<file path="src/rtl/core/fcma_pkg.sv">
// ----------------------------------------------------------------------------
// fcma_pkg
// Shared types and constants of the file chunk map allocator.
// ----------------------------------------------------------------------------
package fcma_pkg;

  // Geometry of the chunk store and of one file's map.
  localparam int unsigned ChunkCount     = 256;
  localparam int unsigned ChunkW         = 8;
  localparam int unsigned ChunkBytesLog2 = 12;
  localparam int unsigned DirectSlots    = 8;
  localparam int unsigned Fanout         = 4;
  localparam int unsigned FileCount      = 4;
  localparam int unsigned SingleEnd      = DirectSlots + Fanout;
  localparam int unsigned DoubleEnd      = SingleEnd + Fanout * Fanout;
  localparam int unsigned SlotsPerFile   = DoubleEnd + Fanout * Fanout * Fanout;
  localparam int unsigned TotalSlots     = FileCount * SlotsPerFile;
  localparam int unsigned SlotAw         = $clog2(TotalSlots);
  localparam int unsigned LocalW         = $clog2(SlotsPerFile + 1);
  localparam int unsigned PageW          = 32 - ChunkBytesLog2;

  // The chunk bitmap is searched as groups of sixteen chunks.
  localparam int unsigned GroupBits      = 16;
  localparam int unsigned GroupCount     = ChunkCount / GroupBits;
  localparam int unsigned GroupW         = $clog2(GroupCount);
  localparam int unsigned GroupIdxW      = $clog2(GroupBits);

  // Operation codes on the input word.
  localparam logic [1:0] OpRead    = 2'd0;
  localparam logic [1:0] OpWrite   = 2'd1;
  localparam logic [1:0] OpRelease = 2'd2;

  // Result status codes.
  typedef enum logic [2:0] {
    StHit      = 3'd0,
    StAlloc    = 3'd1,
    StUnmapped = 3'd2,
    StNoFree   = 3'd3,
    StTooLarge = 3'd4,
    StReleased = 3'd5
  } status_e;

  // Classified work kinds passed from the front to the back.
  typedef enum logic [1:0] {
    KindRead     = 2'd0,
    KindWrite    = 2'd1,
    KindRelease  = 2'd2,
    KindTooLarge = 2'd3
  } kind_e;

  // One queued job.
  typedef struct packed {
    kind_e                     kind;
    logic [SlotAw-1:0]         addr;   // slot address, or file base for release
    logic [ChunkBytesLog2-1:0] inner;
    logic [1:0]                level;
  } job_t;

endpackage

</file>
<file path="src/rtl/core/fcma_front.sv">
// ----------------------------------------------------------------------------
// fcma_front
// Accepts input words, finds the map region and slot address, and queues
// a classified job for the back end.
// ----------------------------------------------------------------------------
module fcma_front (
  input  logic                clk_i,
  input  logic                rst_ni,
  input  logic                in_valid_i,
  output logic                in_stall_o,
  input  logic [1:0]          operation_i,
  input  logic [1:0]          file_index_i,
  input  logic [31:0]         byte_offset_i,
  input  logic                hold_i,
  output logic                push_o,
  output fcma_pkg::job_t      job_o
);

  logic [fcma_pkg::PageW-1:0]  page;
  logic [fcma_pkg::SlotAw-1:0] base;
  logic                        full_q;

  // The queue reports back through hold_i; full_q only latches reset state.
  always_ff @(posedge clk_i or negedge rst_ni) begin
    if (!rst_ni) begin
      full_q <= 1'b1;
    end else begin
      full_q <= 1'b0;
    end
  end

  assign in_stall_o = hold_i | full_q;
  assign push_o     = in_valid_i & ~in_stall_o;

  // Classify the offset into a region and a flat slot address.
  always_comb begin
    page       = byte_offset_i[31:fcma_pkg::ChunkBytesLog2];
    base       = fcma_pkg::SlotAw'(file_index_i) *
                 fcma_pkg::SlotAw'(fcma_pkg::SlotsPerFile);
    job_o.inner = byte_offset_i[fcma_pkg::ChunkBytesLog2-1:0];
    job_o.addr  = base + fcma_pkg::SlotAw'(page[fcma_pkg::LocalW-1:0]);
    if (page < fcma_pkg::PageW'(fcma_pkg::DirectSlots)) begin
      job_o.level = 2'd0;
    end else if (page < fcma_pkg::PageW'(fcma_pkg::SingleEnd)) begin
      job_o.level = 2'd1;
    end else if (page < fcma_pkg::PageW'(fcma_pkg::DoubleEnd)) begin
      job_o.level = 2'd2;
    end else begin
      job_o.level = 2'd3;
    end
    if (operation_i == fcma_pkg::OpRelease) begin
      job_o.kind  = fcma_pkg::KindRelease;
      job_o.addr  = base;
    end else if (page >= fcma_pkg::PageW'(fcma_pkg::SlotsPerFile)) begin
      job_o.kind  = fcma_pkg::KindTooLarge;
    end else if (operation_i == fcma_pkg::OpWrite) begin
      job_o.kind  = fcma_pkg::KindWrite;
    end else begin
      job_o.kind  = fcma_pkg::KindRead;
    end
  end

endmodule

</file>
<file path="config.mk">
export PLATFORM = sky130hd
export DESIGN_NAME = fcma_front
export DESIGN_NICKNAME = d
export VERILOG_FILES = /design/src/rtl/core/fcma_pkg.sv /design/src/rtl/core/fcma_front.sv
export SDC_FILE = /design/constraint.sdc
export NUM_CORES = 1
export LEC_CHECK = 0
export BUFFER_PORTS_ARGS = -buffer_cell sky130_fd_sc_hd__buf_2
export CORE_MARGIN = 2
export CORE_UTILIZATION = 36
export DETAILED_ROUTE_END_ITERATION = 10
export GPL_ROUTABILITY_DRIVEN = 0
export PLACE_DENSITY = 0.88
export RECOVER_POWER = 25
export SYNTH_ARGS = -nofsm -noshare
export SYNTH_HDL_FRONTEND = slang
export SYNTH_SLANG_ARGS = --single-unit
</file>
<file path="constraint.sdc">
create_clock -name clk_i -period 4.5 [get_ports clk_i]
set_input_delay 0.675 -clock clk_i [delete_from_list [all_inputs] [get_ports clk_i]]
set_output_delay 0.675 -clock clk_i [all_outputs]
set_load 0.01 [all_outputs]
</file>
==> summary.md <==
| Metric | Value |
|---|---|
| Status | completed |
| Top Registers | full_q: 1 flops |
| Most flops, register | full_q |
| Endpoint class of the critical path | output port |
| First-pass GRT wire length | 2350 um |
| Die width | 45.1 um |
| Worst path bufs/invs | 3 |
| Starting Density | 39.4% |
| Post-synth top flop | dfstp_2 |
| Detailed-route DRC error count | 0 |
| Fin. Hold Viols | 0 |
| Pre-CTS WS | 1.07 ns |
| Pin count of the biggest net entering global routing | 14 |
| ANT cells | 0 |
| Total track usage | 14.6% |
| Top-Level Pins | 67 |
| Top-count cell post-synth | buf_4 |
| Highest clock rate | 291 MHz |
| RSZ-0062 raised after global routing | false |
| Post-synth net total | 134 |
| CP Cell Sequence | buf_2, inv_1, ha_1, ha_1, and2_1, a22o_1, and4b_1, or4_1, buf_2 |
| Mapped Area | 608 sq um |
| Dominant cells by area after synthesis | ha_1, buf_4, inv_1, dfstp_2, fa_1 |
| Total of max-cap violations | 0 |
| Post-synth top cells | buf_4, ha_1, inv_1 |
| Worst IR Drop VDD | 0.0000738 V |
| Share of cells above drive strength 1 | 39.8% |
| Crit start category | input port |
| Min cycle time layout | 3.43 ns |
| Nets | 165 |
| Syn-to-layout area delta | 22.4% |
| Seq/Total Area, Yosys | 4.32% |
| Crit path DAT | 2.76 ns |
| Routed Antenna Nets | 0 |
| CP peak stage delay | 0.49 ns |
| First-iteration detailed-routing DRC count | 4 |
| Vias in the first global route | 638 |
| Final count of pins violating max slew | 0 |
| Hold Buf Count CTS | 0 |
| Post-CTS resize count | 0 |
| Tcrit/Tclk final | 76.3% |
| Post-CTS setup buffers | 0 |
| Critical path class | in2out |
| Number of distinct library cells after synthesis | 35 |
| Synth Warn # | 0 |
| Post-DR vias/cell | 5.30 |
| Total wire length | 1550 um |
| Worst-path fanout max | 8 |
| Synth async-reset ratio | 100% |
| Mean post-synth cell area | 7.24 sq um |
| Worst min path class | in2async |
| Die height | 45.1 um |
| Clock transition at path regs | 0 ns |
| Routed vias | 684 |
| Rows | 14 |
| Final setup fails | 0 |
| Critical path's slowest cell | or4_1 |
| Number of synthesized flops with an enable pin | 0 |
| Worst Setup Slack, final | 1.07 ns |
| Top delay family on crit path | simple AND/OR/NAND/NOR gates |
| Core area | 1540 sq um |
| Area leader, netlist | ha_1 |
| PortBufs | 42 |
| Flops & latches, synth | 1 |
| Gr ovfl total | 0 |
| Initial antenna violation count | 0 |
| Pleak | 0.400 nW |
| Die ar. | 2030 sq um |
| Total iterations of the first detailed-routing run | 4 |
| PD cells | 116 nW/um^2 |
| Worst Path Required | 3.83 ns |
| Final TNS setup | 0 ns |
| DP HPWL | 1370 um |
| Max reg flops | 1 |
| Syn Inst Count | 84 |
| Area fraction of the dominant cell type after synthesis | 18.5% |
| Wire length per cell | 12.0 um |
[through the flow]
stage                     hold slack (ns)  total power (W)  utilization, %  instances  instance area (sq um)
after global placement              0.608        0.0000837            48.3        129                    744
final                               0.610        0.0000865            48.3        129                    744
after floorplan                     0.527        0.0000652               -         84                    608
after detailed placement            0.611        0.0000867            48.3        129                    744
after CTS                           0.611        0.0000871            48.3        129                    744
after global routing                0.622        0.0000956            48.3        129                    744
[worst max path at each step]
stage	from	end	depth (start not counted)
finish	file_index_i[0]	job_o[21]	9
global route	file_index_i[0]	job_o[21]	9
CTS	file_index_i[0]	job_o[21]	9
detailed placement	file_index_i[0]	job_o[21]	9
global placement	file_index_i[0]	job_o[21]	9
floorplan	file_index_i[0]	job_o[21]	7
[placed cells by master (no fill, tap or decap), types with 2 or more instances in the layout]
cell / netlist / final
buf_2: 0 / 42
a21oi_1: 3 / 3
o21ai_0: 4 / 4
nor2_1: 5 / 5
ha_1: 9 / 9
a21o_1: 2 / 2
nand2b_1: 3 / 3
a211oi_1: 2 / 2
nand2_1: 4 / 4
inv_1: 8 / 8
nor4_1: 3 / 3
nand3_1: 2 / 2
and2_1: 3 / 3
nor2b_1: 3 / 3
[where the power goes]
group	internal (W)	switching [W]
Combinational	0.0000368	0.0000397
Sequential	0.00000994	0.0000000797
Clock	0	0
[layout make-up]
| class | instances | area, sq um |
|---|---|---|
| multi-input combinational | 62 | 458 |
| inverter | 8 | 30.0 |
| tap | 16 | 20.0 |
| timing repair buffer | 42 | 210 |
| fill | 160 | 797 |
| sequential | 1 | 26.3 |
[logic make-up (layout without fill, tap and decap cells)]
logic type                 Yosys count  count (layout)  synth area share [%]
and+or+nand+nor                     31              31                  29.8
buffers and inverters               21              50                  20.4
AOI/OAI and AO/OA                   17              17                  18.5
adders and majority gates           11              11                  23.5
xor gates and xnor gates             2               2                  2.88
other                                1               1                 0.617
DFF                                  1               1                  4.32
[routing by layer]
layer,vias to the layer above,track usage [%],share of wire [%]
met5,-,0,0
met4,0,1.76,1.1
met2,36,31.4,52
met3,2,0.800,12
li1,341,-,-
met1,305,15.3,36
Power figures use the tool's default switching activity.
