$ cat config.mk
export PLATFORM = sky130hd
export DESIGN_NAME = fcma_queue
export DESIGN_NICKNAME = d
export VERILOG_FILES = /design/src/rtl/core/fcma_pkg.sv /design/src/rtl/core/fcma_queue.sv
export SDC_FILE = /design/constraint.sdc
export NUM_CORES = 1
export LEC_CHECK = 0
export ABC_CLOCK_PERIOD_IN_PS = 3900
export CAP_MARGIN = 10
export CORE_UTILIZATION = 57
export CTS_BUF_LIST = sky130_fd_sc_hd__clkbuf_2 sky130_fd_sc_hd__clkbuf_4 sky130_fd_sc_hd__clkbuf_8
export DETAILED_ROUTE_END_ITERATION = 12
export DONT_BUFFER_PORTS = 1
export PLACE_DENSITY_LB_ADDON = 0.08
export SYNTH_ARGS = -nofsm -noshare
export SYNTH_HDL_FRONTEND = slang
export SYNTH_SLANG_ARGS = --single-unit
$ cat constraint.sdc
create_clock -name clk_i -period 3.9 [get_ports clk_i]
set_input_delay 0.195 -clock clk_i [delete_from_list [all_inputs] [get_ports clk_i]]
set_output_delay 0.195 -clock clk_i [all_outputs]
set_load 0.02 [all_outputs]
$ cat src/rtl/core/fcma_pkg.sv
// ----------------------------------------------------------------------------
// fcma_pkg
// Shared types and constants of the file chunk map allocator.
// ----------------------------------------------------------------------------
package fcma_pkg;

  // Geometry of the chunk store and of one file's map.
  localparam int unsigned ChunkCount     = 256;
  localparam int unsigned ChunkW         = 8;
  localparam int unsigned ChunkBytesLog2 = 12;
  localparam int unsigned DirectSlots    = 8;
  localparam int unsigned Fanout         = 4;
  localparam int unsigned FileCount      = 4;
  localparam int unsigned SingleEnd      = DirectSlots + Fanout;
  localparam int unsigned DoubleEnd      = SingleEnd + Fanout * Fanout;
  localparam int unsigned SlotsPerFile   = DoubleEnd + Fanout * Fanout * Fanout;
  localparam int unsigned TotalSlots     = FileCount * SlotsPerFile;
  localparam int unsigned SlotAw         = $clog2(TotalSlots);
  localparam int unsigned LocalW         = $clog2(SlotsPerFile + 1);
  localparam int unsigned PageW          = 32 - ChunkBytesLog2;

  // The chunk bitmap is searched as groups of sixteen chunks.
  localparam int unsigned GroupBits      = 16;
  localparam int unsigned GroupCount     = ChunkCount / GroupBits;
  localparam int unsigned GroupW         = $clog2(GroupCount);
  localparam int unsigned GroupIdxW      = $clog2(GroupBits);

  // Operation codes on the input word.
  localparam logic [1:0] OpRead    = 2'd0;
  localparam logic [1:0] OpWrite   = 2'd1;
  localparam logic [1:0] OpRelease = 2'd2;

  // Result status codes.
  typedef enum logic [2:0] {
    StHit      = 3'd0,
    StAlloc    = 3'd1,
    StUnmapped = 3'd2,
    StNoFree   = 3'd3,
    StTooLarge = 3'd4,
    StReleased = 3'd5
  } status_e;

  // Classified work kinds passed from the front to the back.
  typedef enum logic [1:0] {
    KindRead     = 2'd0,
    KindWrite    = 2'd1,
    KindRelease  = 2'd2,
    KindTooLarge = 2'd3
  } kind_e;

  // One queued job.
  typedef struct packed {
    kind_e                     kind;
    logic [SlotAw-1:0]         addr;   // slot address, or file base for release
    logic [ChunkBytesLog2-1:0] inner;
    logic [1:0]                level;
  } job_t;

endpackage

$ cat src/rtl/core/fcma_queue.sv
// ----------------------------------------------------------------------------
// fcma_queue
// Two-entry job queue between the front and the back end.
// ----------------------------------------------------------------------------
module fcma_queue (
  input  logic           clk_i,
  input  logic           rst_ni,
  input  logic           push_i,
  input  fcma_pkg::job_t push_job_i,
  output logic           full_o,
  input  logic           pop_i,
  output logic           valid_o,
  output fcma_pkg::job_t job_o
);

  fcma_pkg::job_t slot_q [2];
  logic           wr_q, wr_d, rd_q, rd_d;
  logic [1:0]     cnt_q, cnt_d;

  assign full_o  = cnt_q[1];
  assign valid_o = cnt_q != 2'd0;
  assign job_o   = slot_q[rd_q];

  // Pointer and fill count update.
  always_comb begin
    wr_d  = wr_q ^ push_i;
    rd_d  = rd_q ^ pop_i;
    cnt_d = cnt_q + 2'(push_i) - 2'(pop_i);
  end

  always_ff @(posedge clk_i or negedge rst_ni) begin
    if (!rst_ni) begin
      wr_q  <= 1'b0;
      rd_q  <= 1'b0;
      cnt_q <= 2'd0;
    end else begin
      wr_q  <= wr_d;
      rd_q  <= rd_d;
      cnt_q <= cnt_d;
    end
  end

  // Entry storage.
  always_ff @(posedge clk_i) begin
    if (push_i) begin
      slot_q[wr_q] <= push_job_i;
    end
  end

endmodule

==> results of run 1 <==
-- flip-flops by register name, summed over array words and instances (netlist names) --
name	count
cnt_q	2
slot_q	50
wr_q	1
rd_q	1
-- per-stage QoR --
step                hold slack [ns]  std cells
finish                       0.0298        172
global route                 0.0216        172
CTS                          0.0282        172
detailed placement           -0.100        137
global placement             -0.100        137
floorplan                    -0.101         93
-- logic make-up (layout without fill, tap and decap cells) --
| logic type | count (synthesis) | after routing | synth area share |
|---|---|---|---|
| xor gates and xnor gates | 2 | 2 | 0.0154 |
| adders and majority gates | 4 | 4 | 0.0237 |
| buffers and inverters | 7 | 40 | 0.0314 |
| DFF | 54 | 54 | 0.759 |
| muxes | 25 | 25 | 0.167 |
| and+or+nand+nor | 1 | 1 | 0.00297 |
-- cell usage after synthesis --
cell,number,area [um2]
edfxtp_1,50,1500
mux2_4,19,285
mux2_2,6,67.6
dfrtp_1,4,100
ha_1,4,50.1
inv_1,4,15.0
buf_12,2,40.0
buf_6,1,11.3
or2_2,1,6.26
xor2_1,1,8.76
xor3_1,1,23.8
-- critical path, stage by stage, from the launching register on --
cell and delay [ns]:
dfrtp_1 0.70, buf_4 0.39, mux2_4 0.38
-- routing by layer --
metal	vias to the layer above	track usage	routed length, um
li1	414	-	-
met1	437	0.184	1110
met2	35	0.300	1620
met3	6	0.0693	232
met4	0	0.0698	51
met5	-	0	0
-- final timing paths --
check / end / from / slack [ns] / cells past startpoint
max: job_o[19] / rd_q / 1.94 / 2
max in group asynchronous: cnt_q[1] / rst_ni / 3.57 / 1
min reg2reg: wr_q / wr_q / 0.63 / 3
min in group asynchronous: wr_q / rst_ni / 0.16 / 1
max reg2reg: slot_q[0][12] / wr_q / 2.16 / 2
min: cnt_q[0] / push_i / 0.03 / 1
-- placed cells by master, fill, tap and decap left out, drive strengths merged --
master and instances:
edfxtp 50, dlygate4sd3 27, mux2 25, clkbuf 7
inv 4, ha 4, dfrtp 4, xor3 1
xor2 1, or2 1, bufinv 1, buf 1
-- power by group --
group	total (W)	switching, W	internal, W
Clock	0.000368	0.000162	0.000206
Combinational	0.000553	0.000313	0.000241
Sequential	0.000841	0.0000653	0.000776
-- repair_timing --
action                     CTS  global route
setup endpoints to repair    0             0
hold endpoints to repair    55             0
hold buffers                27             0
-- area by class of cell --
| cell class | count | share of cell area |
|---|---|---|
| clock buffer | 7 | 0.0334 |
| clock inverter | 1 | 0.0120 |
| inverter | 4 | 0.00599 |
| multi-input combinational | 32 | 0.176 |
| sequential | 54 | 0.639 |
| tap | 46 | 0.0230 |
| timing repair buffer | 28 | 0.111 |
==> impl_metrics.py, run 1 <==
metrics = {
    "timing": {
        "worst_pin_slew_ns": 1.17,
        "maxSlewViolCount": 0,
        "grt_setup_unrepaired": "no",
        "timing.final.crit_share": 0.503,
        "fin_tns_setup_ns": 0,
        "clock-skew-final_ns": 0.00796,
        "relSlewSlack": 0.219,
        "setup_viol": 0,
        "hold_viol_final": 0,
        "timing.final.ws_setup_ns": 1.94,
        "period_minus_slack_ns": 1.96,
        "fmax_mhz": 510,
    },
    "layout": {
        "layout-drive-gt1-share": 0.278,
        "area_growth_pct": 18.9,
        "final_nets": 158,
        "nFillCells": 237,
        "final_area_um2": 2510,
        "antennaDiodeCount": 0,
        "utilization": 0.728,
        "multi_input_area_um2": 442,
        "register_area_um2": 1600,
    },
    "clock_network": {
        "max-clock-path-buffers": 2,
        "ctsRootBufferMaster": "clkbuf_8",
        "clk_pin_slew_ns": 0.09,
        "htree_num_levels": 2,
        "clock_sinks": 54,
        "numCtsBuffers": 5,
        "clock_latency_ns": 0.30,
        "cts_resized": 0,
        "cts_tree": "yes",
        "cts_setup_buffers": 0,
    },
    "route": {
        "vias": 892,
        "dr.first_iter.drc_count": 30,
        "drt-pass1-iter-count": 4,
        "drt-vias-per-instance": 5.19,
        "routed_wl_mm": 3.01,
        "ant_nets": 0,
        "drc": 0,
        "routedWlPerCell_um": 17.5,
    },
    "synthesis": {
        "synth-seq-area-share": 0.759,
        "netlist_area_um2": 2110,
        "synth_warnings": 0,
        "syn_inst": 93,
        "synth_cell_types": 11,
        "syn_nets": 126,
        "ys_ff_latch": 54,
        "syn_avg_cell_area_um2": 22.7,
    },
    "floorplanning": {
        "fp-row-count": 21,
        "io_pins": 56,
        "core_area_um2": 3440,
        "start_util": 0.613,
        "die_area_um2": 3950,
        "die_y_um": 62.8,
        "die_w_um": 62.8,
    },
    "global_route": {
        "antenna_found_initial": 0,
        "track_usage": 0.172,
        "grt_start_max_net_pins": 26,
        "grt_pass1_wl_mm": 4.89,
        "grt_pass1_vias": 993,
        "grt-ovfl-total": 0,
    },
    "outcome": {
        "outcome": "complete, no violations",
    },
    "setup_path": {
        "crit_path_max_fanout": 15,
        "startpoint_type": "register",
        "crit_type": "reg -> out",
        "worstSetupEndpointType": "output port",
        "critical_path_arrival_ns": 1.77,
        "cp_data_required_time_ns": 3.70,
    },
    "hold_path": {
        "min_path_type": "in -> reg",
    },
    "power": {
        "ir_drop_v": 0.000473,
        "p_leak_nw": 0.947,
        "fin_total_pwr_w": 0.00176,
        "pwr_density_cell_nw_per_um2": 703,
    },
    "placement": {
        "place.gp.congestion": 0.614,
        "pre_cts_ws_ns": 2.13,
        "port_buffers": 0,
        "dpl.hpwl_mm": 1.79,
        "placed_cell_area_um2": 2120,
    },
    "flow_run": {
        "maxCapViolCount": 0,
    },
}
Note: power is estimated with default switching activity, not from simulation.
==> run 2, diff against run 1 <==
- ABC_CLOCK_PERIOD_IN_PS: 3900 -> 1900
- clock period: 3.9 -> 1.9 ns (I/O delays scaled with it)
==> impl_metrics.py, run 2 (synthesized netlist as in run 1, its figures left out) <==
metrics = {
    "setup_path": {
        "ff2ff_path_depth": 2,
        "crit_type": "reg -> out",
        "critPathTopFamily": "flip-flops",
        "cp_data_required_time_ns": 1.80,
        "critical_path.max_stage_delay_ns": 0.64,
        "worstSetupEndpointType": "output port",
        "critical_path_arrival_ns": 1.55,
        "crit_path_max_fanout": 17,
        "cp.depth": 2,
        "startpoint_type": "register",
        "crit_slowest_cell": "dfrtp_1",
        "path_cells": "buf_12 -> mux2_4",
        "path_buf_inv": 1,
    },
    "placement": {
        "dpl.hpwl_mm": 1.87,
        "place.gp.congestion": 0.631,
        "pre_cts_ws_ns": 0.561,
        "port_buffers": 0,
        "placed_cell_area_um2": 2170,
    },
    "timing": {
        "setup_viol": 0,
        "timing.final.ws_setup_ns": 0.260,
        "worst_pin_slew_ns": 0.474,
        "hold_viol_final": 0,
        "period_minus_slack_ns": 1.64,
        "maxSlewViolCount": 0,
        "relSlewSlack": 0.684,
        "fmax_mhz": 610,
        "fin_tns_setup_ns": 0,
        "clock-skew-final_ns": 0.00343,
        "grt_setup_unrepaired": "no",
        "timing.final.crit_share": 0.863,
    },
    "global_route": {
        "use_met3": 0.0675,
        "grt_pass1_vias": 1034,
        "grt.busiest_layer": "met2",
        "grt-ovfl-total": 0,
        "track_usage": 0.170,
        "grt_start_max_net_pins": 18,
        "grt_use_met2": 0.303,
        "grt_util_met1": 0.182,
        "grt_pass1_wl_mm": 4.82,
        "antenna_found_initial": 0,
    },
    "route": {
        "ant_nets": 0,
        "routedWlPerCell_um": 16.7,
        "drc": 0,
        "routed_wl_mm": 2.93,
        "drt-vias-per-instance": 5.20,
        "drt-pass1-iter-count": 4,
        "dr.first_iter.drc_count": 18,
        "vias": 916,
    },
    "layout": {
        "top_register": "slot_q",
        "final_common_cell": "edfxtp_1",
        "mostFrequentLayoutCells": "edfxtp_1, dlygate4sd3_1, mux2_4",
        "top_regs": "slot_q (50), cnt_q (2)",
        "final_area_um2": 2540,
        "largest_reg_flops": 50,
        "antennaDiodeCount": 0,
        "final_nets": 162,
        "area_growth_pct": 20.2,
        "layout-drive-gt1-share": 0.285,
    },
    "clock_network": {
        "cts_tree": "yes",
        "cts_setup_buffers": 0,
        "htree_num_levels": 2,
        "max-clock-path-buffers": 2,
        "ctsRootBufferMaster": "clkbuf_8",
        "cts_resized": 0,
        "clock_latency_ns": 0.29,
        "clock_sinks": 54,
        "clk_pin_slew_ns": 0.08,
        "numCtsBuffers": 5,
    },
    "power": {
        "pwr-share-comb": 0.344,
        "p_clk_frac": 0.168,
        "ir_drop_v": 0.00102,
        "pwr_density_cell_nw_per_um2": 1390,
        "p_seq_frac": 0.488,
        "p_leak_nw": 0.961,
        "power.switching_w": 0.00111,
        "p_int_w": 0.00241,
        "switching_share": 0.316,
    },
    "floorplanning": {
        "io_pins": 56,
        "core_area_um2": 3440,
        "start_util": 0.613,
        "die_area_um2": 3950,
        "die_w_um": 62.8,
        "die_y_um": 62.8,
        "fp-row-count": 21,
    },
    "flow_run": {
        "maxCapViolCount": 0,
    },
    "outcome": {
        "outcome": "complete, no violations",
    },
    "hold_path": {
        "min_path_type": "in -> async",
    },
}
[run 2: per-stage QoR]
step	hold WS [ns]	utilization	instances	total power, W
6_report	0.0777	0.737	176	0.00352
5_1_grt	0.0683	0.737	176	0.00368
4_1_cts	0.0712	0.737	176	0.00355
3_5_place_dp	-0.200	0.631	140	0.00292
3_3_place_gp	-0.200	0.631	140	0.00288
2_1_floorplan	-0.201	-	93	0.00281
[run 2: worst paths after layout]
path | startpoint | to | slack (ns)
worst max-delay path | rd_q | job_o[20] | 0.26
worst min-delay path | rst_ni | cnt_q[1] | 0.08
worst max register to register | wr_q | slot_q[1][10] | 0.56
worst min register to register | wr_q | wr_q | 0.63
max in group asynchronous | rst_ni | rd_q | 1.64
min in group clk_i | pop_i | cnt_q[1] | 0.18
[run 2: final cells by class]
| type | count | area [um2] |
|---|---|---|
| well taps | 46 | 57.6 |
| repair buffers | 32 | 335 |
| flip-flops and latches | 54 | 1600 |
| clock buffers | 6 | 76.3 |
| multi-input cells | 32 | 442 |
| fillers | 232 | 906 |
| clock inverters | 2 | 8.76 |
| inverters | 4 | 15.0 |
[run 2: routing by layer]
| metal | vias up | wire length, um |
|---|---|---|
| li1 | 426 | - |
| met1 | 452 | 1100 |
| met2 | 36 | 1660 |
| met3 | 2 | 156 |
| met4 | 0 | 19 |
| met5 | - | 0 |
[run 2: power by group through the flow]
stage	Sequential, W	Combinational (W)	Clock [W]
floorplan	0.00168	0.00113	0
global placement	0.00173	0.00115	0
detailed placement	0.00175	0.00117	0
CTS	0.00172	0.00123	0.000605
global route	0.00175	0.00128	0.000652
finish	0.00172	0.00121	0.000590
[run 2: repair_timing]
| action | CTS | global route |
|---|---|---|
| hold endpoints to repair | 57 | 0 |
| hold buffers | 28 | 0 |
| setup endpoints to repair | 0 | 0 |
==> run 3, diff against run 2 <==
- ABC_AREA: default -> 1
- CTS_CLUSTER_SIZE: default -> 14
==> impl_metrics.py, run 3 <==
metrics = {
    "synthesis": {
        "synth_edf_count": 50,
        "syn_avg_cell_area_um2": 14.4,
        "syn_inst": 154,
        "synth_cell_types": 10,
        "yosys-top-cells-count": "edfxtp_1, inv_1, nand2_1, o21ai_2",
        "ys_ff_latch": 54,
        "yosysTopAreaCellShare": 0.678,
        "synth_warnings": 0,
        "syn_nets": 187,
        "synth.area.top_cells": "edfxtp_1, o21ai_2, inv_1, nand2_1, dfrtp_1",
        "netlist_area_um2": 2210,
        "synthFlopType": "edfxtp_1",
        "async_flop_share": 0.0741,
        "synth-seq-area-share": 0.723,
        "synth.most_common_cell": "edfxtp_1",
        "synth_largest_area_cell": "edfxtp_1",
    },
    "route": {
        "drt-vias-per-instance": 4.86,
        "drt-pass1-iter-count": 4,
        "ant_nets": 0,
        "drc": 0,
        "routedWlPerCell_um": 13.3,
        "routed_wl_mm": 3.14,
        "vias": 1148,
        "dr.first_iter.drc_count": 40,
    },
    "timing": {
        "relSlewSlack": 0.777,
        "timing.final.crit_share": 0.786,
        "fin_tns_setup_ns": 0,
        "grt_setup_unrepaired": "no",
        "maxSlewViolCount": 0,
        "fmax_mhz": 670,
        "period_minus_slack_ns": 1.49,
        "clock-skew-final_ns": 0.00834,
        "setup_viol": 0,
        "worst_pin_slew_ns": 0.335,
        "hold_viol_final": 0,
    },
    "clock_network": {
        "cts_hold_buf": 28,
        "numCtsBuffers": 5,
        "cts_setup_buffers": 0,
        "ctsRootBufferMaster": "clkbuf_8",
        "cts_tree": "yes",
        "max-clock-path-buffers": 2,
        "cts_resized": 0,
        "clk_pin_slew_ns": 0.08,
        "clock_latency_ns": 0.30,
        "htree_num_levels": 2,
        "clock_sinks": 54,
    },
    "layout": {
        "top_register": "slot_q",
        "top_regs": "slot_q (50), cnt_q (2)",
        "final_nets": 220,
        "mostFrequentLayoutCells": "edfxtp_1, inv_1, nand2_1",
        "final_common_cell": "edfxtp_1",
        "area_growth_pct": 18.2,
        "layout-drive-gt1-share": 0.202,
        "utilization": 0.710,
        "largest_reg_flops": 50,
        "antennaDiodeCount": 0,
    },
    "floorplanning": {
        "start_util": 0.600,
        "die_area_um2": 4140,
        "io_pins": 56,
        "die_w_um": 64.3,
        "die_y_um": 64.3,
        "core_area_um2": 3690,
        "fp-row-count": 22,
    },
    "setup_path": {
        "cp_data_required_time_ns": 1.80,
        "crit_type": "reg -> out",
        "crit_path_max_fanout": 14,
        "critical_path_arrival_ns": 1.40,
        "startpoint_type": "register",
        "worstSetupEndpointType": "output port",
    },
    "power": {
        "p_leak_nw": 1.06,
        "pwr_density_cell_nw_per_um2": 1430,
        "ir_drop_v": 0.00111,
    },
    "global_route": {
        "grt_pass1_vias": 1167,
        "antenna_found_initial": 0,
        "grt_start_max_net_pins": 26,
        "grt-ovfl-total": 0,
        "grt_pass1_wl_mm": 5.03,
        "track_usage": 0.169,
    },
    "placement": {
        "port_buffers": 0,
        "dpl.hpwl_mm": 2.00,
        "place.gp.congestion": 0.632,
    },
    "hold_path": {
        "min_path_type": "in -> async",
    },
    "outcome": {
        "outcome": "complete, no violations",
    },
    "flow_run": {
        "maxCapViolCount": 0,
    },
}
-- run 3: critical path, cell delays in order, from the launching register on --
cell,delay (ns)
dfrtp_2,0.57
buf_4,0.29
nand2_1,0.10
o21ai_2,0.14
-- run 3: power breakdown --
part / switching, W / total [W] / internal, W
logic: 0.000927 / 0.00128 / 0.000354
clock network: 0.000349 / 0.000744 / 0.000395
registers: 0.000132 / 0.00172 / 0.00159
total: 0.00141 / 0.00374 / 0.00234
-- run 3: worst paths after layout --
| check | startpoint | endpoint | slack, ns | cells after the start |
|---|---|---|---|---|
| worst max register to register | wr_q | slot_q[0][14] | 0.65 | 3 |
| max in group asynchronous | rst_ni | rd_q | 1.66 | 1 |
| worst min-delay path | rst_ni | cnt_q[1] | 0.06 | 1 |
| worst max-delay path | rd_q | job_o[0] | 0.41 | 3 |
| min in group clk_i | pop_i | cnt_q[1] | 0.17 | 4 |
| worst min register to register | wr_q | wr_q | 0.65 | 3 |
-- run 3: cell families (layout without fill, tap and decap cells) --
kind of cell	count (synthesis)	count (layout)	share of synthesized area
adder cells (fa/ha/maj)	4	4	0.0226
flip-flops	54	54	0.723
AND/OR/NAND/NOR	32	32	0.0548
AO/OA/AOI/OAI	25	25	0.0989
buffers and inverters	38	72	0.0966
XOR/XNOR	1	1	0.00396
-- run 3: final cells by class --
cell class | instances | area [um2]
Sequential cell | 54 | 1600
Fill cell | 271 | 1070
Multi-Input combinational cell | 62 | 399
Timing Repair Buffer | 32 | 323
Inverter | 32 | 120
Clock buffer | 5 | 68.8
Tap cell | 48 | 60.1
Clock inverter | 3 | 43.8
-- run 3: stage by stage --
stage,instances,worst slack [ns],hold slack (ns),instance area [um2],power [W]
2_1_floorplan,154,0.436,-0.201,2210,0.00296
3_3_place_gp,200,0.697,-0.201,2220,0.00295
3_5_place_dp,200,0.623,-0.201,2220,0.00301
4_1_cts,236,0.388,0.0544,2620,0.00379
5_1_grt,236,0.321,0.0578,2620,0.00394
6_report,236,0.407,0.0598,2620,0.00374
-- run 3: metal layers --
metal | routed length, um | up-vias | global-route usage
li1 | - | 578 | -
met1 | 1090 | 525 | 0.158
met2 | 1800 | 38 | 0.324
met3 | 178 | 7 | 0.0446
met4 | 68 | 0 | 0.0944
met5 | 0 | - | 0
